--- src/rtl/chm_pkg.sv ---
package chm_pkg;

   localparam int NODES       = 8192;
   localparam int MAX_BUCKETS = 8192;

   localparam int KEY_W  = 64;
   localparam int VAL_W  = 16;
   localparam int TAG_W  = 32;
   localparam int CNT_W  = 14;
   localparam int NODE_W = $clog2(NODES);
   localparam int LINK_W = NODE_W + 1;
   localparam int BKT_W  = (MAX_BUCKETS > 1) ? $clog2(MAX_BUCKETS) : 1;
   localparam int REM_W  = $clog2(MAX_BUCKETS + 1);

   localparam logic [LINK_W-1:0] LINK_NONE = LINK_W'(NODES);
   localparam logic [CNT_W-1:0] NUM_BUCKETS_RST = CNT_W'(5987);

   // remainder unit: bits of the key consumed per cycle
   localparam int DIV_BITS  = 4;
   localparam int DIV_STEPS = KEY_W / DIV_BITS;
   localparam int DIV_CNT_W = $clog2(DIV_STEPS);

   localparam int QUEUE_DEPTH = 2;
   localparam int QPTR_W      = $clog2(QUEUE_DEPTH);
   localparam int QCNT_W      = $clog2(QUEUE_DEPTH + 1);

   localparam int CLR_N = (NODES > MAX_BUCKETS) ? NODES : MAX_BUCKETS;
   localparam int CLR_W = $clog2(CLR_N);

   typedef enum logic [1:0] {
      CMD_INSERT = 2'd0,
      CMD_FIND   = 2'd1,
      CMD_DELETE = 2'd2,
      CMD_RESET  = 2'd3
   } chm_cmd_type;

   typedef enum logic [2:0] {
      ST_UPDATED  = 3'd0,
      ST_INSERTED = 3'd1,
      ST_FULL     = 3'd2,
      ST_FOUND    = 3'd3,
      ST_NOTFOUND = 3'd4,
      ST_DELETED  = 3'd5,
      ST_RESET    = 3'd6
   } chm_status_type;

   typedef struct packed {
      chm_cmd_type              cmd;
      logic [KEY_W-1:0]         key;
      logic [VAL_W-1:0]         value;
      logic signed [TAG_W-1:0]  tag;
      logic [BKT_W-1:0]         bucket;
   } chm_item_type;

   typedef struct packed {
      logic init_busy;
   } chm_back_stat_type;

endpackage

--- src/rtl/chm_front.sv ---
module chm_front
   import chm_pkg::*;
(
   input  logic                    clock,
   input  logic                    reset,
   input  logic                    csr_we,
   input  logic [CNT_W-1:0]        csr_wdata,
   input  logic                    req_valid,
   output logic                    req_ready,
   input  logic [1:0]              req_command,
   input  logic [KEY_W-1:0]        req_key,
   input  logic [VAL_W-1:0]        req_value,
   input  logic signed [TAG_W-1:0] req_owner_tag,
   output logic                    item_valid,
   output chm_item_type            item,
   input  logic                    item_ready,
   input  chm_back_stat_type       back_stat
);

   typedef enum logic [2:0] {
      F_IDLE = 3'b001,
      F_DIV  = 3'b010,
      F_PUSH = 3'b100
   } front_state_type;

   front_state_type state_ff, state_in;
   logic [CNT_W-1:0] num_buckets_ff, num_buckets_in;
   chm_item_type item_ff, item_in;
   logic [REM_W-1:0] rem_ff, rem_in, n_ff, n_in, n_eff, rem_next;
   logic [KEY_W-1:0] sh_ff, sh_in;
   logic [DIV_CNT_W-1:0] cnt_ff, cnt_in;

   // zero is used as one, anything above the table size as the table size
   always_comb begin
      if (num_buckets_ff == '0) begin
         n_eff = REM_W'(1);
      end else if (32'(num_buckets_ff) > MAX_BUCKETS) begin
         n_eff = REM_W'(MAX_BUCKETS);
      end else begin
         n_eff = REM_W'(num_buckets_ff);
      end
   end

   // restoring remainder, several key bits per cycle
   always_comb begin
      logic [REM_W:0] t;
      logic [REM_W-1:0] r;
      r = rem_ff;
      for (int i = 0; i < DIV_BITS; i++) begin
         t = {r, sh_ff[KEY_W-1-i]};
         if (t >= {1'b0, n_ff}) begin
            t = t - {1'b0, n_ff};
         end
         r = t[REM_W-1:0];
      end
      rem_next = r;
   end

   assign req_ready  = (state_ff == F_IDLE) && !back_stat.init_busy;
   assign item_valid = (state_ff == F_PUSH);
   assign item       = item_ff;

   always_comb begin
      state_in       = state_ff;
      num_buckets_in = num_buckets_ff;
      item_in        = item_ff;
      rem_in         = rem_ff;
      n_in           = n_ff;
      sh_in          = sh_ff;
      cnt_in         = cnt_ff;
      if (csr_we) begin
         num_buckets_in = csr_wdata;
      end
      case (state_ff)
         F_IDLE: begin
            if (req_valid && req_ready) begin
               item_in.cmd    = chm_cmd_type'(req_command);
               item_in.key    = req_key;
               item_in.value  = req_value;
               item_in.tag    = req_owner_tag;
               item_in.bucket = '0;
               rem_in         = '0;
               n_in           = n_eff;
               sh_in          = req_key;
               cnt_in         = '0;
               state_in = (chm_cmd_type'(req_command) == CMD_RESET) ? F_PUSH : F_DIV;
            end
         end
         F_DIV: begin
            rem_in = rem_next;
            sh_in  = sh_ff << DIV_BITS;
            cnt_in = cnt_ff + DIV_CNT_W'(1);
            if (cnt_ff == DIV_CNT_W'(DIV_STEPS - 1)) begin
               item_in.bucket = BKT_W'(rem_next);
               state_in       = F_PUSH;
            end
         end
         F_PUSH: begin
            if (item_ready) begin
               state_in = F_IDLE;
            end
         end
         default: begin
            state_in = F_IDLE;
         end
      endcase
   end

   always_ff @(posedge clock) begin
      if (reset) begin
         state_ff       <= F_IDLE;
         num_buckets_ff <= NUM_BUCKETS_RST;
      end else begin
         state_ff       <= state_in;
         num_buckets_ff <= num_buckets_in;
      end
      item_ff <= item_in;
      rem_ff  <= rem_in;
      n_ff    <= n_in;
      sh_ff   <= sh_in;
      cnt_ff  <= cnt_in;
   end

endmodule

--- config.mk ---
export PLATFORM = sky130hd
export DESIGN_NAME = chm_front
export DESIGN_NICKNAME = d
export VERILOG_FILES = /design/src/rtl/chm_pkg.sv /design/src/rtl/chm_front.sv
export SDC_FILE = /design/constraint.sdc
export NUM_CORES = 1
export LEC_CHECK = 0
export BUFFER_PORTS_ARGS = -buffer_cell sky130_fd_sc_hd__buf_2
export CAP_MARGIN = 10
export CORE_ASPECT_RATIO = 1.1
export CORE_MARGIN = 3
export CORE_UTILIZATION = 60
export CTS_BUF_LIST = sky130_fd_sc_hd__clkbuf_4 sky130_fd_sc_hd__clkbuf_8
export DETAILED_ROUTE_END_ITERATION = 10
export PLACE_DENSITY_LB_ADDON = 0.2
export SETUP_SLACK_MARGIN = 0.02
export SLEW_MARGIN = 10
export SYNTH_ARGS = -nofsm -noshare
export SYNTH_HDL_FRONTEND = slang
export SYNTH_SLANG_ARGS = --single-unit
--- constraint.sdc ---
create_clock -name clock -period 22.1 [get_ports clock]
set_input_delay 4.42 -clock clock [delete_from_list [all_inputs] [get_ports clock]]
set_output_delay 4.42 -clock clock [all_outputs]
set_load 0.02 [all_outputs]
== Word level (Yosys, flattened, before mapping) ==
Index checks and enable logic that the tools add are counted.

* Reduce and logical (&&, ||, !) cells: 10
* Mux-type cells: 19
* Eq/ne operators: 8
* Magnitude comparators: 5
* $add $sub $neg: 5

{| class="wikitable"
|+ Operator list
! operator !! number
|-
| $pmux 64 s2 || 1
|-
| $mux 14 || 6
|-
| $mux 64 || 1
|-
| $ge 15x14->1 || 4
|-
| $sub 14x14->14 || 4
|-
| $pmux 14 s2 || 1
|-
| $mux 13 || 2
|-
| $pmux 13 s2 || 1
|-
| $gt 14x14->1 const B || 1
|-
| $logic_not 14->1 || 1
|-
| $mux 3 || 4
|-
| $pmux 3 s3 || 1
|-
| $pmux 4 s2 || 1
|-
| $reduce_and 3->1 || 2
|-
| $add 4x1->4 const B || 1
|-
| $eq 4x4->1 const B || 1
|-
| $mux 4 || 1
|-
| $ne 2x1->1 const B || 2
|-
| $reduce_and 2->1 || 2
|-
| $eq 3x1->1 const B || 1
|-
| $eq 3x2->1 const B || 1
|-
| $eq 3x3->1 const B || 1
|-
| $eq 2x2->1 const B || 1
|-
| $logic_and 1x1->1 || 2
|-
| other kinds (4) || 4
|}

* Input bits: 134
* Word-level logic and storage cells: 59
* Register bits after elaboration: 240

== Logic depth before layout (Yosys ltp) ==
Gate-level depths: netlist of the first run.

* Word-level depth: 10
* Depth in mapped cells: 43
* Gate-level depth less buffers: 39

== Worst setup path before layout of the first run ==
OpenSTA, ideal clock, no wires.

* Path type: input -> output
* Start point: input back_stat
* End point: output req_ready
* Data arrival time: 4952 ps
* Required time: 17680 ps
* Path buffers: 0
* Slack: 12728 ps
* Stages on the path: 1
* Cell sequence: nor3_1

* Word-level cells in the longest chain between the ends: 2

{| class="wikitable"
|+ RTL lines
! item !! RTL line !! RTL
|-
| from (decl) || chm_front.sv:17 || <nowiki>input chm_back_stat_type back_stat</nowiki>
|-
| $logic_not 1->1 || chm_front.sv:59 || <nowiki>assign req_ready = (state_ff == F_IDLE) && !back_stat.init_busy;</nowiki>
|-
| $logic_and 1x1->1 || chm_front.sv:59 ||
|-
| to (decl) || chm_front.sv:9 || <nowiki>output logic req_ready,</nowiki>
|}

Every way passes these cells.

== Worst setup path after layout of the first run ==
* Start point: register n_ff[1]
* End point: register rem_ff[10] (data pin)

* Word-level cells in the longest chain between the ends: 9

{| class="wikitable"
|+ RTL lines
! item !! RTL line !! RTL
|-
| from (decl) || chm_front.sv:29 || <nowiki>logic [REM_W-1:0] rem_ff, rem_in, n_ff, n_in, n_eff, rem_next;</nowiki>
|-
| from (signal assigned) || chm_front.sv:119 || <nowiki>n_ff <= n_in;</nowiki>
|-
| $sub 14x14->14 or $ge 15x14->1 (tied branches) || chm_front.sv:52, chm_front.sv:51 ||
|-
| $mux 14 || chm_front.sv:51 || <nowiki>if (t >= {1'b0, n_ff}) begin</nowiki>
|-
| $sub 14x14->14 or $ge 15x14->1 (tied branches) || chm_front.sv:52, chm_front.sv:51 ||
|-
| $mux 14 || chm_front.sv:51 ||
|-
| $sub 14x14->14 or $ge 15x14->1 (tied branches) || chm_front.sv:52, chm_front.sv:51 ||
|-
| $mux 14 || chm_front.sv:51 ||
|-
| $sub 14x14->14 or $ge 15x14->1 (tied branches) || chm_front.sv:52, chm_front.sv:51 ||
|-
| $mux 14 (*) || chm_front.sv:51 ||
|-
| $pmux 14 s2 (*) || chm_front.sv:74 || <nowiki>case (state_ff)</nowiki>
|-
| to (signal assigned) || chm_front.sv:118 || <nowiki>rem_ff <= rem_in;</nowiki>
|-
| to (decl) || chm_front.sv:29 ||
|}

Mark *: on every way between the ends. The rest lies on a longest branch, timed or not.
A chain may end at the register's enable or synchronous reset.

==> run metrics, run 1 <==
setup bufs post-CTS 0; post-synthesis xor/xnor area fraction 0.0297; Tightest Pin Transition ~1.1 ns; hold_buf cts 0; clk_skew between 0.02 and 0.03 ns; asr flop ratio synth 0; synth top area cells edfxtp_1 57%, nand2_1 7.1%, ha_1 6.0%; WL/cell between 15 and 20 um; arrival time worst endpoint approximately 11 ns; Die W about 140 um; CTS buffer count 39; post-route ant nets 0; vias per std cell 5.65; Core Box Area between 0.015 and 0.02 mm2; gr usage total 0.276; Worst Hold Class reg2reg; Clock Power Share 0.212; dpl cell area ~0.013 mm2; Comb pwr share 0.479; peak supply drop approximately 95 uV; slowest stage delay, CP ~0.73 ns; Highest Clock Rate 92.4 MHz; CP Launch Type flop; Seq cells post-synth 240; synth unique cells between 60 and 70; Die Footprint between 0.02 and 0.025 mm2; synthesized area 0.0118 mm2; global route overflow 0; First-pass DRT Iterations 5; Synth top cells by count 223 x edfxtp_1, 222 x nand2_1, 57 x ha_1; Compound-Gate Fraction of Synth Area 0.0952; crit end category flop; I/O Buffers 262; Reg power frac 0.308; Max-slew headroom 0.274; Worst path slowest cell a211oi_4; max_cap viols 0; TNS Setup 0 ns; Die H 153 um; share of post-route cells with drive strength above 1 0.288; Synth Net Count approximately 1200; Resize count post-CTS 0; NumNets Final about 1500; cell taking the most area after synthesis edfxtp_1; mux contribution to synthesized area 0.0477; cells after synthesis 995; CTS HTree Levels 2; period utilization 0.490; Psw 720 uW; worst-case clock buffer depth 3; # clock sinks between 200 and 250; final hold violations 0; design area approximately 0.014 mm2; hold_ws between 0.4 and 0.5 ns; row cnt between 50 and 60; DR iter-0 viols 559; IO Pins approximately 260; top-count cell post-synth edfxtp_1; final slew viol count 0; Net Sw Frac 0.404; Synth Area in Adders 0.0673; first-pass GRT wire length about 46000 um; simple-gate share of the synthesized area 0.138; syn avg cell area between 10 and 15 um2; routed wire length ~30000 um; Clock Latency Late Sink 0.55 ns; Layout area overhead 19.5%; vias slightly below 9000; Internal between 1 and 1.5 mW; WP data required ~22 ns; power density cells ~130 mW/mm2; post-synth top area share 0.568; initial antenna violation count 1; GPL Wtd Cong between 0.9 and 1; vias in the first global route ~9000; CTS tree done; number of flops mapped to enable cells by yosys approximately 220; Final HPWL DP around 22000 um; clk slew on worst S/H paths about 0.06 ns; outcome complete, no violations; final-report setup violation count 0; starting density of the core 0.613; YS warnings 0; critical path fanouts, max 17; RSZ-0062 raised after global routing no; critical path class reg2reg; CTS root buf clkbuf_8; main combinational cell family by area after synthesis simple AND/OR/NAND/NOR gates; largest net degree at the start of global routing 85; Static Leak between 5 and 6 nW; Tmin final 10.82 ns; ys flop type edfxtp_1; DRC 0; sequential share of the synthesized area 0.597
==> power by group through the flow <==
stage / logic (mW) / clock network, mW / registers (mW)
4_1_cts: 0.834 / 0.383 / 0.549
3_5_place_dp: 0.826 / 0 / 0.558
2_1_floorplan: 0.605 / 0 / 0.577
6_report: 0.853 / 0.378 / 0.549
5_1_grt: 0.916 / 0.401 / 0.551
3_3_place_gp: 0.835 / 0 / 0.557
==> per-layer routing <==
layer / wire length, um / GRT usage / vias to the layer above
met5: 0 / 0 / -
met4: 841 / 0.0909 / 0
met2: 15600 / 0.481 / 382
li1: - / - / 4191
met1: 11600 / 0.332 / 4118
met3: 2500 / 0.0785 / 53
==> sequential cells by signal, summed over array words and instances (netlist names) <==
signal          cells
state_ff            3
n_ff               14
num_buckets_ff     14
cnt_ff              4
item              127
rem_ff             14
sh_ff              64
==> critical path, delay by kind of cell (launching register included) <==
kind | cells | cell delay, ns
and+or+nand+nor | 4 | 1.08
muxes | 4 | 1.59
buffers and inverters | 3 | 0.62
DFF | 1 | 0.45
AOI/OAI and AO/OA | 23 | 5.62
adders and majority gates | 4 | 1.17
==> cell families after synthesis <==
logic type,Yosys count
adders and majority gates,61
DFF,240
xor gates and xnor gates,40
muxes,52
buffers and inverters,72
AOI/OAI and AO/OA,159
and+or+nand+nor,371
==> cells in the final DEF, fill, tap and decap left out, drive strengths merged, types with 3 or more instances in the layout <==
cell	count
buf	267
edfxtp	223
nand2	222
ha	57
clkbuf	48
nor2	46
inv	44
a21oi	36
mux2	30
o21ai	29
xnor2	24
mux2i	22
nand4	21
nor2b	20
nor3	18
dfxtp	17
xor2	16
o31ai	15
clkinv	14
and2	13
o21a	12
a21o	10
nand3	10
o211ai	8
o21bai	7
a211oi	7
nor4	5
and3	4
a31oi	4
o211a	4
fa	4
o41ai	4
or2	3
a21boi	3
a31o	3
nand2b	3
==> through the flow <==
stage | util | setup slack [ns] | power [mW] | instances
floorplan | - | 12.73 | 1.18 | 995
global placement | 0.693 | 11.69 | 1.39 | 1480
detailed placement | 0.693 | 11.42 | 1.38 | 1480
CTS | 0.732 | 11.39 | 1.77 | 1547
global route | 0.733 | 10.36 | 1.87 | 1548
finish | 0.733 | 11.28 | 1.78 | 1548
==> worst paths after layout <==
kind | start | to | slack, ns | depth (start not counted)
hold reg to reg | num_buckets_ff[5] | num_buckets_ff[5] | 0.50 | 2
setup / recovery | n_ff[1] | rem_ff[10] | 11.28 | 38
hold / removal | num_buckets_ff[5] | num_buckets_ff[5] | 0.50 | 2
setup reg to reg | n_ff[1] | rem_ff[10] | 11.28 | 38
==> area by class of cell <==
cell class | instances | area (um2)
multi-input combinational | 683 | 4470
timing repair buffer | 267 | 1350
fill | 1359 | 5140
antenna | 1 | 2.50
tap | 247 | 309
sequential | 240 | 7040
clock inverter | 19 | 153
clock buffer | 48 | 604
inverter | 43 | 164
Note: power is estimated with default switching activity, not from simulation.
==> run 2: changes to the inputs <==
--- a/config.mk
+++ b/config.mk
@@ -9,7 +9,7 @@
 export CAP_MARGIN = 10
 export CORE_ASPECT_RATIO = 1.1
 export CORE_MARGIN = 3
-export CORE_UTILIZATION = 60
+export CORE_UTILIZATION = 51
 export CTS_BUF_LIST = sky130_fd_sc_hd__clkbuf_4 sky130_fd_sc_hd__clkbuf_8
 export DETAILED_ROUTE_END_ITERATION = 10
 export PLACE_DENSITY_LB_ADDON = 0.2
==> constraint.sdc (replaced) <==
create_clock -name clock -period 9 [get_ports clock]
set_input_delay 1.8 -clock clock [delete_from_list [all_inputs] [get_ports clock]]
set_output_delay 1.8 -clock clock [all_outputs]
set_load 0.02 [all_outputs]
==> run metrics, run 2 (synthesis results as in run 1) <==
WP data required 9.33 ns (was 22.34 ns); starting density of the core 0.526 (was 0.613); Reg power frac 0.251 (was 0.308); Net Sw Frac 0.387 (was 0.404); final slew viol count 0 (unchanged); share of post-route cells with drive strength above 1 0.382 (was 0.288); crit end category flop (unchanged); NumNets Final 1590 (was 1469); Worst Hold Class reg2reg (unchanged); Internal 3.28 mW (was 1.06 mW); final-report setup violation count 0 (unchanged); DRC 0 (unchanged); dpl cell area 0.0141 mm2 (was 0.0133 mm2); vias per std cell 5.41 (was 5.65); Final HPWL DP 24000 um (was 21800 um); vias in the first global route 9018 (was 8804); Worst path slowest cell edfxtp_1 (was a211oi_4); Tightest Pin Transition 0.928 ns (was 1.09 ns); CP Launch Type flop (unchanged); # clock sinks 240 (unchanged); n_diodes 0 (was 1); commonest non-fill, non-tap cell in the layout buf_2 (unchanged); worst-case clock buffer depth 3 (unchanged); arrival time worst endpoint 9.10 ns (was 11.07 ns); max_cap viols 0 (unchanged); Psw 2.07 mW (was 720 uW); post-route ant nets 0 (unchanged); vias 9284 (was 8744); hold_buf cts 0 (unchanged); CTS HTree Levels 2 (unchanged); row cnt 57 (was 53); Max-slew headroom 0.381 (was 0.274); CTS tree done (unchanged); Comb pwr share 0.573 (was 0.479); WL/cell 18.9 um (was 19.7 um); largest net degree at the start of global routing 85 (unchanged); Die Footprint 0.0250 mm2 (was 0.0214 mm2); Placed Instances 1628 (was 1480); IO Pins 263 (unchanged); DR iter-0 viols 614 (was 559); clk slew on worst S/H paths 0.08 ns (was 0.06 ns); Highest Clock Rate 114 MHz (was 92.4 MHz); CTS root buf clkbuf_8 (unchanged); final cell count without fillers 1715 (was 1548); Clock Latency Late Sink 0.55 ns (about the same); RSZ-0062 raised after global routing yes (was no); critical path class reg2reg (unchanged); I/O Buffers 262 (unchanged); outcome complete, no violations (unchanged); commonest cells after routing, fill and taps aside 262 x buf_2, 223 x edfxtp_1, 220 x nand2_1, 117 x buf_4, 48 x ha_1 (was 262 x buf_2, 223 x edfxtp_1, 220 x nand2_1, 57 x ha_1, 45 x nor2_1); initial antenna violation count 2 (was 1); power density cells 347 mW/mm2 (was 126 mW/mm2); GPL Wtd Cong 0.963 (was 0.961); CTS buffer count 40 (was 39); Tmin final 8.78 ns (was 10.82 ns); Die H 165 um (was 153 um); period utilization 0.975 (was 0.490); gr usage total 0.249 (was 0.276); design area 0.0154 mm2 (was 0.0141 mm2); critical path fanouts, max 8 (was 17); Static Leak 6.65 nW (was 5.98 nW); peak supply drop 279 uV (was 95.3 uV); Die W 151 um (was 140 um); Clock Power Share 0.176 (was 0.212); First-pass DRT Iterations 5 (unchanged); clk_skew 0.0404 ns (was 0.0257 ns); Layout area overhead 31.1% (was 19.5%); first-pass GRT wire length 47500 um (was 46300 um); Largest register FFs 127 (unchanged); Layout fillers 1702 (was 1359); slowest stage delay, CP 0.46 ns (was 0.73 ns); routed wire length 32400 um (was 30500 um); Core Box Area 0.0224 mm2 (was 0.0192 mm2); Final Util 0.690 (was 0.733); global route overflow 0 (unchanged); final hold violations 0 (unchanged)
run 2: cell types whose count changed in the layout (fill, tap and decap cells not counted), sizes merged:
cell and delta:
buf +120, clkinvlp -1, clkbuf +2, clkinv -1, diode -1
run 2: layout make-up:
class | instances | area, um2 | share of cell area
clock buffer | 50 | 632 | 0.0409
multi-input combinational | 683 | 4830 | 0.313
tap | 295 | 369 | 0.0239
clock inverter | 17 | 140 | 0.00907
inverter | 43 | 164 | 0.0106
sequential | 240 | 7040 | 0.455
timing repair buffer | 387 | 2280 | 0.148
run 2: timing repair:
action / 4_1_cts / 5_1_grt
pin swaps: 2 / 36
resized for setup: 5 / 67
endpoints found under the setup margin: 25 / 27
buffers inserted: 1 / 18
cloned: 0 / 1
run 2: power groups by stage:
stage	Sequential (mW)	Clock [mW]	Combinational (mW)
after floorplan	1.42	0	1.49
after global placement	1.37	0	2.59
after detailed placement	1.37	0	2.56
after CTS	1.35	0.964	2.60
after global routing	1.35	1.02	3.27
final	1.35	0.942	3.07
run 2: metrics by stage:
step	setup WS (ns)	hold WS [ns]	setup TNS, ns	power [mW]
4_1_cts	0.0376	0.498	0	4.91
3_3_place_gp	0.223	0.483	0	3.95
6_report	0.224	0.500	0	5.35
3_5_place_dp	-0.165	0.489	-2.78	3.93
2_1_floorplan	0.0633	0.457	0	2.91
5_1_grt	-0.130	0.513	-2.07	5.64
run 2: worst paths after layout:
check	startpoint	endpoint	slack (ns)	depth (start not counted)
max	n_ff[1]	item[3]	0.22	37
min	num_buckets_ff[9]	num_buckets_ff[9]	0.50	2
max reg2reg	n_ff[1]	item[3]	0.22	37
min reg2reg	num_buckets_ff[9]	num_buckets_ff[9]	0.50	2
run 2: worst max-delay path: cells and delay by family (launching register included):
family                     cells  cell delay (ns)
AOI/OAI and AO/OA             18             4.08
adders and majority gates      4             0.89
buffers and inverters          6             0.72
DFF                            1             0.46
muxes                          4             1.33
and+or+nand+nor                5             1.05
run 2: routing by layer:
metal	global-route usage	wire length (um)
met5	0	27
met4	0.106	1410
met3	0.0682	2650
met2	0.402	15800
met1	0.316	12500
