File: src/rtl/chm_pkg.sv
package chm_pkg;

   localparam int NODES       = 8192;
   localparam int MAX_BUCKETS = 8192;

   localparam int KEY_W  = 64;
   localparam int VAL_W  = 16;
   localparam int TAG_W  = 32;
   localparam int CNT_W  = 14;
   localparam int NODE_W = $clog2(NODES);
   localparam int LINK_W = NODE_W + 1;
   localparam int BKT_W  = (MAX_BUCKETS > 1) ? $clog2(MAX_BUCKETS) : 1;
   localparam int REM_W  = $clog2(MAX_BUCKETS + 1);

   localparam logic [LINK_W-1:0] LINK_NONE = LINK_W'(NODES);
   localparam logic [CNT_W-1:0] NUM_BUCKETS_RST = CNT_W'(5987);

   // remainder unit: bits of the key consumed per cycle
   localparam int DIV_BITS  = 4;
   localparam int DIV_STEPS = KEY_W / DIV_BITS;
   localparam int DIV_CNT_W = $clog2(DIV_STEPS);

   localparam int QUEUE_DEPTH = 2;
   localparam int QPTR_W      = $clog2(QUEUE_DEPTH);
   localparam int QCNT_W      = $clog2(QUEUE_DEPTH + 1);

   localparam int CLR_N = (NODES > MAX_BUCKETS) ? NODES : MAX_BUCKETS;
   localparam int CLR_W = $clog2(CLR_N);

   typedef enum logic [1:0] {
      CMD_INSERT = 2'd0,
      CMD_FIND   = 2'd1,
      CMD_DELETE = 2'd2,
      CMD_RESET  = 2'd3
   } chm_cmd_type;

   typedef enum logic [2:0] {
      ST_UPDATED  = 3'd0,
      ST_INSERTED = 3'd1,
      ST_FULL     = 3'd2,
      ST_FOUND    = 3'd3,
      ST_NOTFOUND = 3'd4,
      ST_DELETED  = 3'd5,
      ST_RESET    = 3'd6
   } chm_status_type;

   typedef struct packed {
      chm_cmd_type              cmd;
      logic [KEY_W-1:0]         key;
      logic [VAL_W-1:0]         value;
      logic signed [TAG_W-1:0]  tag;
      logic [BKT_W-1:0]         bucket;
   } chm_item_type;

   typedef struct packed {
      logic init_busy;
   } chm_back_stat_type;

endpackage

File: src/rtl/chm_queue.sv
module chm_queue
   import chm_pkg::*;
(
   input  logic         clock,
   input  logic         reset,
   input  logic         push_valid,
   output logic         push_ready,
   input  chm_item_type push_item,
   output logic         pop_valid,
   input  logic         pop_ready,
   output chm_item_type pop_item
);

   chm_item_type entry_ff [QUEUE_DEPTH];
   logic [QPTR_W-1:0] wr_ff, wr_in, rd_ff, rd_in;
   logic [QCNT_W-1:0] cnt_ff, cnt_in;
   logic do_push, do_pop;

   assign push_ready = (cnt_ff != QCNT_W'(QUEUE_DEPTH));
   assign pop_valid  = (cnt_ff != '0);
   assign pop_item   = entry_ff[rd_ff];
   assign do_push    = push_valid && push_ready;
   assign do_pop     = pop_valid && pop_ready;

   always_comb begin
      wr_in  = wr_ff;
      rd_in  = rd_ff;
      cnt_in = cnt_ff;
      if (do_push) begin
         wr_in = (32'(wr_ff) == QUEUE_DEPTH - 1) ? '0 : wr_ff + QPTR_W'(1);
      end
      if (do_pop) begin
         rd_in = (32'(rd_ff) == QUEUE_DEPTH - 1) ? '0 : rd_ff + QPTR_W'(1);
      end
      if (do_push && !do_pop) begin
         cnt_in = cnt_ff + QCNT_W'(1);
      end else if (do_pop && !do_push) begin
         cnt_in = cnt_ff - QCNT_W'(1);
      end
   end

   always_ff @(posedge clock) begin
      if (reset) begin
         wr_ff  <= '0;
         rd_ff  <= '0;
         cnt_ff <= '0;
      end else begin
         wr_ff  <= wr_in;
         rd_ff  <= rd_in;
         cnt_ff <= cnt_in;
      end
      if (do_push) begin
         entry_ff[wr_ff] <= push_item;
      end
   end

endmodule

File: config.mk
export PLATFORM = sky130hd
export DESIGN_NAME = chm_queue
export DESIGN_NICKNAME = d
export VERILOG_FILES = /design/src/rtl/chm_pkg.sv /design/src/rtl/chm_queue.sv
export SDC_FILE = /design/constraint.sdc
export NUM_CORES = 1
export LEC_CHECK = 0
export BUFFER_PORTS_ARGS = -buffer_cell sky130_fd_sc_hd__buf_2
export CAP_MARGIN = 20
export CORE_ASPECT_RATIO = 0.7
export CORE_MARGIN = 2
export CORE_UTILIZATION = 55
export DETAILED_ROUTE_END_ITERATION = 7
export GPL_TIMING_DRIVEN = 0
export MAX_ROUTING_LAYER = met4
export PLACE_DENSITY = 0.83
export SYNTH_ARGS = -nofsm -noshare
export SYNTH_HDL_FRONTEND = slang
export SYNTH_SLANG_ARGS = --single-unit
File: constraint.sdc
create_clock -name clock -period 12.3 [get_ports clock]
set_clock_uncertainty 0.2 [all_clocks]
set_input_delay 1.23 -clock clock [delete_from_list [all_inputs] [get_ports clock]]
set_output_delay 1.23 -clock clock [all_outputs]
set_load 0.01 [all_outputs]
# Word level (Yosys, flattened, before mapping)
# Memories as Yosys holds them, arrays and structs flattened. A register that Yosys moved wholly into a read port is not among the register bits.
# Cells that the tools add are included.
[word_totals]
regBits = 4
mem_bits_rw = 254
input_bits = 131
output_inout_bits = 129
wordCells = 25
mem_count = 1
[op_classes]
n_addsub = 4
eq_ne = 1
muxes = 8
reduce_logical = 8
[memory_table]
columns = ["memory", "words", "word_bits", "rd", "rd_ports_with_merged_regs", "write_ports", "line_no", "source"]
rows = [
  ["entry_ff", 2, 127, 1, 1, 1, "chm_queue.sv:14", "chm_item_type entry_ff [QUEUE_DEPTH];"],
]
[ops]
columns = ["operator", "count"]
rows = [
  ["1-bit 2-to-1 mux", 6],
  ["1-bit logical AND", 4],
  ["2-bit 2-to-1 mux", 2],
  ["2-bit nonzero test", 2],
  ["1-bit adder (second input constant)", 2],
  ["2-bit by 1-bit adder with 2-bit output (second input constant)", 1],
  ["1-bit logical NOT", 2],
  ["2-bit inequality test (second input constant)", 1],
  ["2-bit by 1-bit subtractor with 2-bit output (second input constant)", 1],
]

# Depth between registers and ports, before layout
# Gate-level depths: netlist (run 1).
[depth]
depth_word = 6
ltp_mapped = 6
ltp_nobuf = 6

# Worst setup path before layout (run 1)
# Ideal clock, no wire load.
[synth_path]
kind = "in2reg"
startpoint = "in push_valid"
endpoint = "mem entry_ff[1][0] (netlist name), enable pin"
setup_ns = 0.502
t_arrival_ns = 4.204
required_ns = 11.598
slack_ns = 7.394
stages = 1
n_path_buf = 0
cell_sequence = "and3_1"
[synth_via]
elab_chain_len = 3
[synth_rtl]
columns = ["item", "line_no", "source"]
rows = [
  ["start, declared", "chm_queue.sv:6", "input logic push_valid,"],
  ["1-bit logical AND", "chm_queue.sv:22", "assign do_push = push_valid && push_ready;"],
  ["1-bit 2-to-1 mux", "chm_queue.sv:52", "if (do_push) begin"],
  ["1-bit 2-to-1 mux (implied by the code)", "chm_queue.sv:53", "entry_ff[wr_ff] <= push_item;"],
  ["end, declared", "chm_queue.sv:14", ""],
]
# No other way between the ends.

==> metrics.md, run 1 <==
| Metric | Value |
|---|---|
| Peak supply drop | about 0.00015 V |
| Cts hold-fix bufs | 0 |
| Mux contribution to synthesized area | between 15 and 20% |
| Final core utilization | 69.68% |
| Worst min path class | flop to flop |
| DRC errors left | 0 |
| PwrDens | 202.3 nW/um^2 |
| Fin crit share | 26.65% |
| Die X | ~160 um |
| Seq cells post-synth | 259 |
| Leakage power | between 4 and 5 nW |
| Final wirelength | 18,120 um |
| Vias | 4,921 |
| Critical Path, Cell by Cell | buf_6, buf_6, buf_6, mux2_4, buf_2 |
| Antenna Cells | 0 |
| FF-to-FF path depth | 4 |
| Yosys cell types | 19 |
| Setup TNS | 0 ps |
| Net Count, Synth | 551 |
| Post_cts resized | 0 |
| Htree depth | 1 |
| Routed vias/inst | around 5.2 |
| Synth Cell Area | 9494 sq um |
| CP peak stage delay | between 300 and 400 ps |
| WL/cell | 19.01 um |
| First-pass GRT wire length | about 27,000 um |
| Clock transition at path regs | 60 ps |
| Ys async rst share | 0% |
| Setup WS post-layout | roughly 9000 ps |
| Xor/xnor share of the synthesized area | 0.2768% |
| Max-slew headroom | between 50% and 60% |
| Final nets | 838 |
| Max Buffers Root-to-Sink | 3 |
| Largest net degree at the start of global routing | 66 |
| Delay-heaviest family, CP | buffers and inverters |
| Slew @ Worst Pin | 617.6 ps |
| Highest-delay cell along the critical path | dfxtp_1 |
| Overflow after GRT | 0 |
| Peak Freq | 0.3050 GHz |
| Top_reg_cell synth | edfxtp_1 |
| Top cells by area, synth | edfxtp_1, mux2_2, mux2_4 |
| Share of cells above drive strength 1 | 60.66% |
| Die height | 113.9 um |
| Unrepaired setup endpoints after global routing | no |
| DRT antenna net count | 0 |
| Drt initial violations | 344 |
| Post-DP HPWL | 12,250 um |
| CTS root buffer | clkbuf_16 |
| CP max FO | 10 |
| # setup viols final | 0 |
| Synth Instances | between 400 and 500 |
| Latest clock arrival within the worst-skew pair | 500 ps |
| Most used cell along the critical path | buf_6 |
| DR pass1 iterations | 4 |
| Simple-Gate Fraction of Synth Area | less than 1% |
| Post-synthesis adder-cell area fraction | 0.1318% |
| Max cap viols | 0 |
| Fraction of the yosys area taken by sequential cells | 81.39% |
| Placer Congestion | 0.8124 |
| Synth Area in Compound Gates | less than 1% |
| # rows | 40 |
| Worst setup path class | flop to primary output |
| I/O Pins | 260 |
| Final Critical Period | 3278 ps |
| CP arrival | 1850 ps |
| Filler cells | 1,077 |
| Register area | 7727 sq um |
| Largest family of logic cells by synthesized area | multiplexers |
| Gr usage total | 19.83% |
| Status | completed |
| EDFF count, synth | about 250 |
| # port buffers | 259 |
| CTS tree | done |
| CP required | about 11,000 ps |
| Count leader, synth | edfxtp_1 |
| Initial antenna violation count | 0 |
| Top cells by count, synth | edfxtp_1, mux2_2, mux2_4 |
| Hold depth | 2 |
| Vias in the first global route | 5,029 |
| Initial Util | 55.79% |
| Hold violation count in the final report | 0 |
| Ys Warns | 0 |
| Yosys top cell by area | edfxtp_1 |
| Total setup buffers inserted after CTS | 0 |
| Post-synth top area share | 80.34% |
| CP Depth | 5 |
| Setup WS pre-CTS | 9275 ps |
| Footprint of the multi-input gates | 1667 sq um |
| DIE AREA | around 18,000 sq um |
| Buf/Inv on CP | 4 |
| Worst setup SP type | flop |
| Average cell area after synthesis | 22.66 sq um |
| CP endpoint kind | primary output |
| Total core area | 17,020 sq um |
| CTS buffer count | 23 |
| Area Overhead vs Synth | 24.88% |
| Clock sink total | ~260 |
| Pins Over Slew Limit | 0 |
logic make-up after synthesis:
family | count (synthesis)
compound gates | 5
xor+xnor | 3
fa+ha+maj | 1
buf+inv | 15
flops | 259
mux | 127
simple gates | 9
tightest hold or removal path: cells and delay by family, from the launching register on:
family         cells  cell delay, ps
flip-flops         1             340
AO/OA/AOI/OAI      2             140
power by group:
part           internal, W  total, W  switching [W]
combinational     0.000294  0.000614       0.000320
sequential         0.00110   0.00113      0.0000286
clock             0.000363  0.000655       0.000291
total              0.00176   0.00240       0.000640
worst paths after layout:
path                   from         endpoint  slack [ps]
setup reg to reg  cnt_ff[0]  entry_ff[0][90]       10010
hold / removal    cnt_ff[1]        cnt_ff[1]         320
hold reg to reg   cnt_ff[1]        cnt_ff[1]         320
setup / recovery       flop     pop_item[95]        9020
routing by layer:
metal / global-route usage, % / wire length (um) / up-vias
met1: 25.70 / 7473 / 2425
met2: 30.99 / 8471 / 219
met4: 5.000 / 403 / 0
met3: 6.291 / 1771 / 33
met5: - / 0 / -
li1: - / - / 2244
registers in the layout, summed over array words and instances, names as in the netlist, named ones only:
name	count
cnt_ff	2
entry_ff	254
rd_ff	1
wr_ff	1
area by class of cell:
type	count	share of cell area (%)
inverter	1	0.07387
multi-input combinational	145	14.06
sequential	259	65.18
timing repair buffer	262	11.63
buffer	14	0.8548
tap	231	2.438
clock inverter	15	0.8231
clock buffer	26	4.949
through the flow:
step	total power [W]	area, sq um	hold WS [ps]	instances
after global placement	0.001751	11080	284.3	909
after CTS	0.002422	11860	319.3	953
after floorplan	0.001538	9494	270.5	419
after global routing	0.002496	11860	370.1	953
final	0.002399	11860	319.6	953
after detailed placement	0.001765	11170	295.9	912
layout by cell type, fill, tap and decap left out:
cell type	netlist	layout
xor2_1	3	3
edfxtp_1	254	254
a21oi_1	2	2
nand3b_1	1	1
buf_16	0	3
clkinv_1	0	7
nand2b_1	1	1
a21bo_2	1	1
o21ai_0	2	2
bufinv_16	0	1
mux2_2	97	97
mux2_4	30	30
buf_2	9	268
clkbuf_16	0	23
ha_1	1	1
clkbuf_1	0	3
and2_1	1	1
clkinvlp_4	0	1
inv_6	0	2
nor2_1	3	3
and3_4	0	1
or2_2	1	1
clkinv_2	0	5
buf_6	5	5
or3_1	1	1
dfxtp_1	5	5
(Power assumes the default switching activity.)
==> inputs of run 2 (changes only) <==
CORE_UTILIZATION = 52   (was 55)
PLACE_DENSITY = 0.79   (was 0.83)
clock period = 3.29 ns   (was 12.3 ns; I/O delays follow)
==> run 2 against run 1 <==
  * Non-clock buffer count grew 130
  * Power increased to 3.9 times the previous value
  * Sequential share of layout area fell by 6.7 points
  * Register-to-register slack worse by 9200 ps
  * Final cell count up 14%
  * Combinational power grew to 4.1 times the previous value
  * Sequential cell count stayed put
  * Wire length rose by 20%
  * Worst hold slack worse by 210 ps
==> metrics.md, run 2 (synthesized netlist as in run 1, its figures left out) <==
| Metric | Value |
|---|---|
| # rows | 41 |
| Gr usage total | between 20 and 25% |
| Most common cell after layout, fill and taps aside | buf_2 |
| Critical Path, Cell by Cell | nand2b_1, and3_4, buf_16 |
| Peak supply drop | 0.0006854 V |
| Hold depth | 4 |
| CTS tree | done |
| P_int | 0.006794 W |
| # port buffers | 259 |
| P_sw | 0.002553 W |
| DIE AREA | 19,370 sq um |
| Max-slew headroom | 32.69% |
| CP max FO | 69 |
| DR pass1 iterations | 4 |
| Share of cells above drive strength 1 | around half |
| # setup viols final | 0 |
| Max Buffers Root-to-Sink | 3 |
| Latest clock arrival within the worst-skew pair | 510 ps |
| Clock power share | between 20 and 30% |
| Final core utilization | 73.57% |
| Total core area | 17,950 sq um |
| Largest net degree at the start of global routing | 70 |
| Pins Over Slew Limit | 0 |
| Die height | 117.1 um |
| CP peak stage delay | 870 ps |
| Clock sink total | 259 |
| Largest register FFs | approximately 250 |
| Combinational share of power | between 20% and 30% |
| DRC errors left | 0 |
| Worst setup SP type | flop |
| Worst min path class | primary input to flop |
| Worst setup path class | flop to flop |
| Post-DP HPWL | 12,560 um |
| Area Overhead vs Synth | 39.13% |
| CP endpoint kind | flop |
| First-pass GRT wire length | approximately 32,000 um |
| Overflow after GRT | 0 |
| Largest regs | entry_ff: 254 flops, cnt_ff: 2 flops |
| DRT antenna net count | 0 |
| Max cap viols | 0 |
| CP Depth | 3 |
| Unrepaired setup endpoints after global routing | no |
| Vias in the first global route | 5,913 |
| CP required | around 3300 ps |
| Fin crit share | 75.85% |
| Drt initial violations | roughly 360 |
| Delay-heaviest family, CP | simple AND/OR/NAND/NOR gates |
| CTS root buffer | clkbuf_16 |
| Hold violation count in the final report | 0 |
| Switch share | 27.31% |
| I/O Pins | 260 |
| Slew @ Worst Pin | 1010 ps |
| Largest Register | entry_ff |
| Die X | 165.5 um |
| Status | completed |
| Sequential Power Share | 45.3% |
| Htree depth | 1 |
| Placer Congestion | 0.7258 |
| Final Critical Period | 2496 ps |
| PwrDens | between 700 and 800 nW/um^2 |
| FF-to-FF path depth | 3 |
| CP arrival | 2470 ps |
| Highest-delay cell along the critical path | and3_4 |
| Routed vias/inst | 5.087 |
| Leakage power | around 5.1 nW |
| Most frequent cells in the layout | buf_2, edfxtp_1, dlygate4sd3_1 |
| WL/cell | about 20 um |
| Final nets | 970 |
| Peak Freq | 0.4007 GHz |
| Clock transition at path regs | around 60 ps |
| Buf/Inv on CP | 1 |
| Hold WS | roughly 110 ps |
| Final wirelength | 21,730 um |
| CTS buffer count | 25 |
| Antenna Cells | 0 |
| Initial Util | between 50% and 60% |
| Vias | 5,550 |
| Initial antenna violation count | 0 |
-- run 2: cell type report --
type	instances	area, sq um
clock inverter	16	98.84
inverter	1	7.507
sequential	259	7727
buffer	14	101.3
fill	1036	4746
tap	236	295.3
multi-input combinational	145	1667
timing repair buffer	392	2675
clock buffer	28	636.9
-- run 2: power groups by stage --
| stage | clock network, W | registers (W) | logic [W] |
|---|---|---|---|
| after floorplan | 0 | 0.00428 | 0.00144 |
| after global placement | 0 | 0.00431 | 0.00221 |
| after detailed placement | 0 | 0.00429 | 0.00234 |
| after CTS | 0.00264 | 0.00423 | 0.00248 |
| after global routing | 0.00280 | 0.00427 | 0.00267 |
| final | 0.00261 | 0.00424 | 0.00250 |
-- run 2: repair_timing --
action | CTS | global route
hold endpoints to repair | 259 | 0
setup buffers | 0 | 0
hold buffers | 129 | 0
resized for setup | 0 | 0
-- run 2: worst reg2reg max path, delay by kind of cell (launching register included) --
family                 cells  cell delay, ps
buffers and inverters      1             360
AND/OR/NAND/NOR            2            1100
flip-flops                 1             440
-- run 2: stage by stage --
| step | worst slack, ps | instances | setup TNS [ps] | total power [W] | cell area, sq um |
|---|---|---|---|---|---|
| final | 794.4 | 1091 | 0 | 0.009347 | 13210 |
| after global routing | 645.1 | 1091 | 0 | 0.009738 | 13210 |
| after CTS | 788.5 | 1091 | 0 | 0.009345 | 13210 |
| after detailed placement | 816.8 | 918 | 0 | 0.006634 | 11180 |
| after global placement | -709.5 | 914 | -106910 | 0.006518 | 11090 |
| after floorplan | 81.27 | 419 | 0 | 0.005726 | 9499 |
-- run 2: layer usage --
| metal | vias up | GRT usage, % | part of all wire [%] |
|---|---|---|---|
| met3 | 33 | 5.144 | 8.1 |
| met4 | 0 | 5.460 | 1.7 |
| met2 | 257 | 39.11 | 51 |
| met1 | 2751 | 26.83 | 39 |
| met5 | - | - | 0 |
| li1 | 2509 | - | - |
-- run 2: path summary, 6_finish.rpt --
check | slack, ps | end | start
worst min register to register | 330 | flop | rd_ff
worst min-delay path | 110 | flop | pop_ready
worst max-delay path | 790 | entry_ff[1][99] | cnt_ff[0]
worst max register to register | 790 | entry_ff[1][99] | cnt_ff[0]
==> inputs of run 3 (changes only) <==
clock period = 2.6 ns   (was 3.29 ns; I/O delays follow)
==> run 3 against run 2 <==
  * Largest power group unchanged
  * Sequential cell count is the same
  * Die area is the same
  * Final cell count is the same
  * Critical path depth is the same
  * Register-to-register slack lost 570 ps
  * Worst hold slack gained 160 ps
  * Wire length shrank 2.2%
  * First-iteration DRC count grew 12%
  * Setup slack lost 570 ps
  * Sequential power grew 26%
==> metrics.md, run 3 (synthesized netlist as in run 1, its figures left out) <==
| Metric | Value |
|---|---|
| Status | completed |
| Worst setup path class | flop to flop |
| Most common cell after layout, fill and taps aside | buf_2 |
| Reg2reg end | entry_ff[0][71] |
| Filler cells | 1,025 |
| DIE AREA | 19,370 sq um |
| Delay-heaviest family, CP | buffers and inverters |
| Most frequent cells in the layout | buf_2, edfxtp_1, dlygate4sd3_1 |
| Post-DP HPWL | 12,420 um |
| CP endpoint kind | flop |
| Worst min path class | primary input to flop |
| Final nets | 970 |
| Largest net degree at the start of global routing | 68 |
| CP peak stage delay | 870 ps |
| Fin crit share | 91.24% |
| Vias in the first global route | between 5,000 and 6,000 |
| Hold violation count in the final report | 0 |
| Peak supply drop | 0.0006970 V |
| Clock sink total | between 200 and 300 |
| FF-to-FF path depth | 3 |
| WL/cell | between 15 and 20 um |
| Final Critical Period | 2372 ps |
| Area Overhead vs Synth | 39.04% |
| # setup viols final | 0 |
| Htree depth | 1 |
| Initial antenna violation count | 0 |
| Largest regs | entry_ff: 254 flops, cnt_ff: 2 flops |
| Buf/Inv on CP | 1 |
| Die X | ~170 um |
| Pins Over Slew Limit | 0 |
| Gr usage total | between 20 and 25% |
| PwrDens | around 890 nW/um^2 |
| Vias | 5,475 |
| Hold depth | 2 |
| Placer Congestion | 0.7792 |
| # rows | 41 |
| Drt initial violations | slightly above 400 |
| R2r setup slk | 230 ps |
| Slew @ Worst Pin | 1017 ps |
| Setup TNS | 0 ps |
| Hold endpoint | entry_ff[0][73] |
| Worst hold start | push_item[73] |
| Latest clock arrival within the worst-skew pair | roughly 500 ps |
| Largest Register | entry_ff |
| Leakage power | 5.058 nW |
| Overflow after GRT | 0 |
| CP arrival | 2110 ps |
| Die height | 117.1 um |
| CTS tree | done |
| Peak Freq | about 0.42 GHz |
| # port buffers | 259 |
| Final Total Pwr | 0.01174 W |
| Max-slew headroom | 31.84% |
| I/O Pins | 260 |
| RR Startpoint | cnt_ff[1] |
| Share of cells above drive strength 1 | between 50 and 60% |
| Largest register FFs | 254 |
| Max Buffers Root-to-Sink | 3 |
| CP required | roughly 2300 ps |
| Clock transition at path regs | about 60 ps |
| Routed vias/inst | 5.018 |
| CTS root buffer | clkbuf_16 |
| Max cap viols | 0 |
| DR pass1 iterations | 5 |
| First-pass GRT wire length | about 30,000 um |
| Critical Path, Cell by Cell | nand2b_4, nand3b_1, clkinvlp_2 |
| CTS buffer count | 24 |
| DRT antenna net count | 0 |
| Unrepaired setup endpoints after global routing | no |
| Total core area | 17,950 sq um |
| Final core utilization | 73.52% |
| Final wirelength | 21,250 um |
| Initial Util | 52.88% |
| Highest-delay cell along the critical path | clkinvlp_2 |
| CP max FO | 21 |
| DRC errors left | 0 |
| Antenna Cells | 0 |
| Worst setup SP type | flop |
[run 3: cell count changes in the layout (fill, tap and decap cells not counted), sizes merged]
cell         previous run  this run
dlygate4sd3           129       130
buf                   277       276
clkbuf                 28        31
inv                     1         0
clkinv                 13        11
[run 3: timing repair]
item | in CTS | in global routing
gates resized for setup | 0 | 0
hold buffers | 130 | 0
setup endpoints to repair | 0 | 87
buffers inserted | 0 | 0
endpoints found under the hold margin | 259 | 0
[run 3: final cells by class]
cell class | instances | area, sq um | share of cell area [%]
sequential | 259 | 7729 | 58.55
timing repair inverter | 1 | 5.005 | 0.03791
timing repair buffer | 392 | 2665 | 20.19
tap | 236 | 295.3 | 2.237
buffer | 14 | 101.3 | 0.7678
inverter | 1 | 7.507 | 0.05687
multi-input combinational | 145 | 1674 | 12.68
clock buffer | 31 | 648.1 | 4.910
clock inverter | 12 | 75.07 | 0.5687
[run 3: how the worst max path moves through the flow]
stage / startpoint / to / cells after the start / slack [ps]
after detailed placement: cnt_ff[1] / entry_ff[0][113] / 4 / 100
after global routing: cnt_ff[1] / entry_ff[0][5] / 3 / 80
after CTS: cnt_ff[1] / entry_ff[0][107] / 4 / 80
after floorplan: cnt_ff[0] / entry_ff[0][0] / 3 / -510
final: cnt_ff[1] / entry_ff[0][71] / 3 / 230
after global placement: cnt_ff[0] / entry_ff[0][113] / 3 / -1340
[run 3: where the power goes]
group / leakage, nW / internal (W) / switching [W]
sequential: 2.41 / 0.00522 / 0.000144
clock: 0.354 / 0.00185 / 0.00140
combinational: 2.29 / 0.00152 / 0.00161
[run 3: stage by stage]
step                      setup WS, ps  hold slack (ps)  cell area (sq um)  cells
after global routing             82.62            261.6              13200   1091
after CTS                        84.79            253.1              13200   1090
after detailed placement         104.9            250.7              11170    917
final                            227.7            274.7              13200   1091
after global placement           -1343            246.8              11100    914
after floorplan                 -509.0            125.0               9508    419
[run 3: per-layer routing]
layer	up-vias	wire length [um]	GRT usage, %
li1	2510	-	-
met1	2696	8236	25.28
met2	239	10900	38.28
met3	30	1722	5.426
met4	0	384	5.287
met5	-	0	-
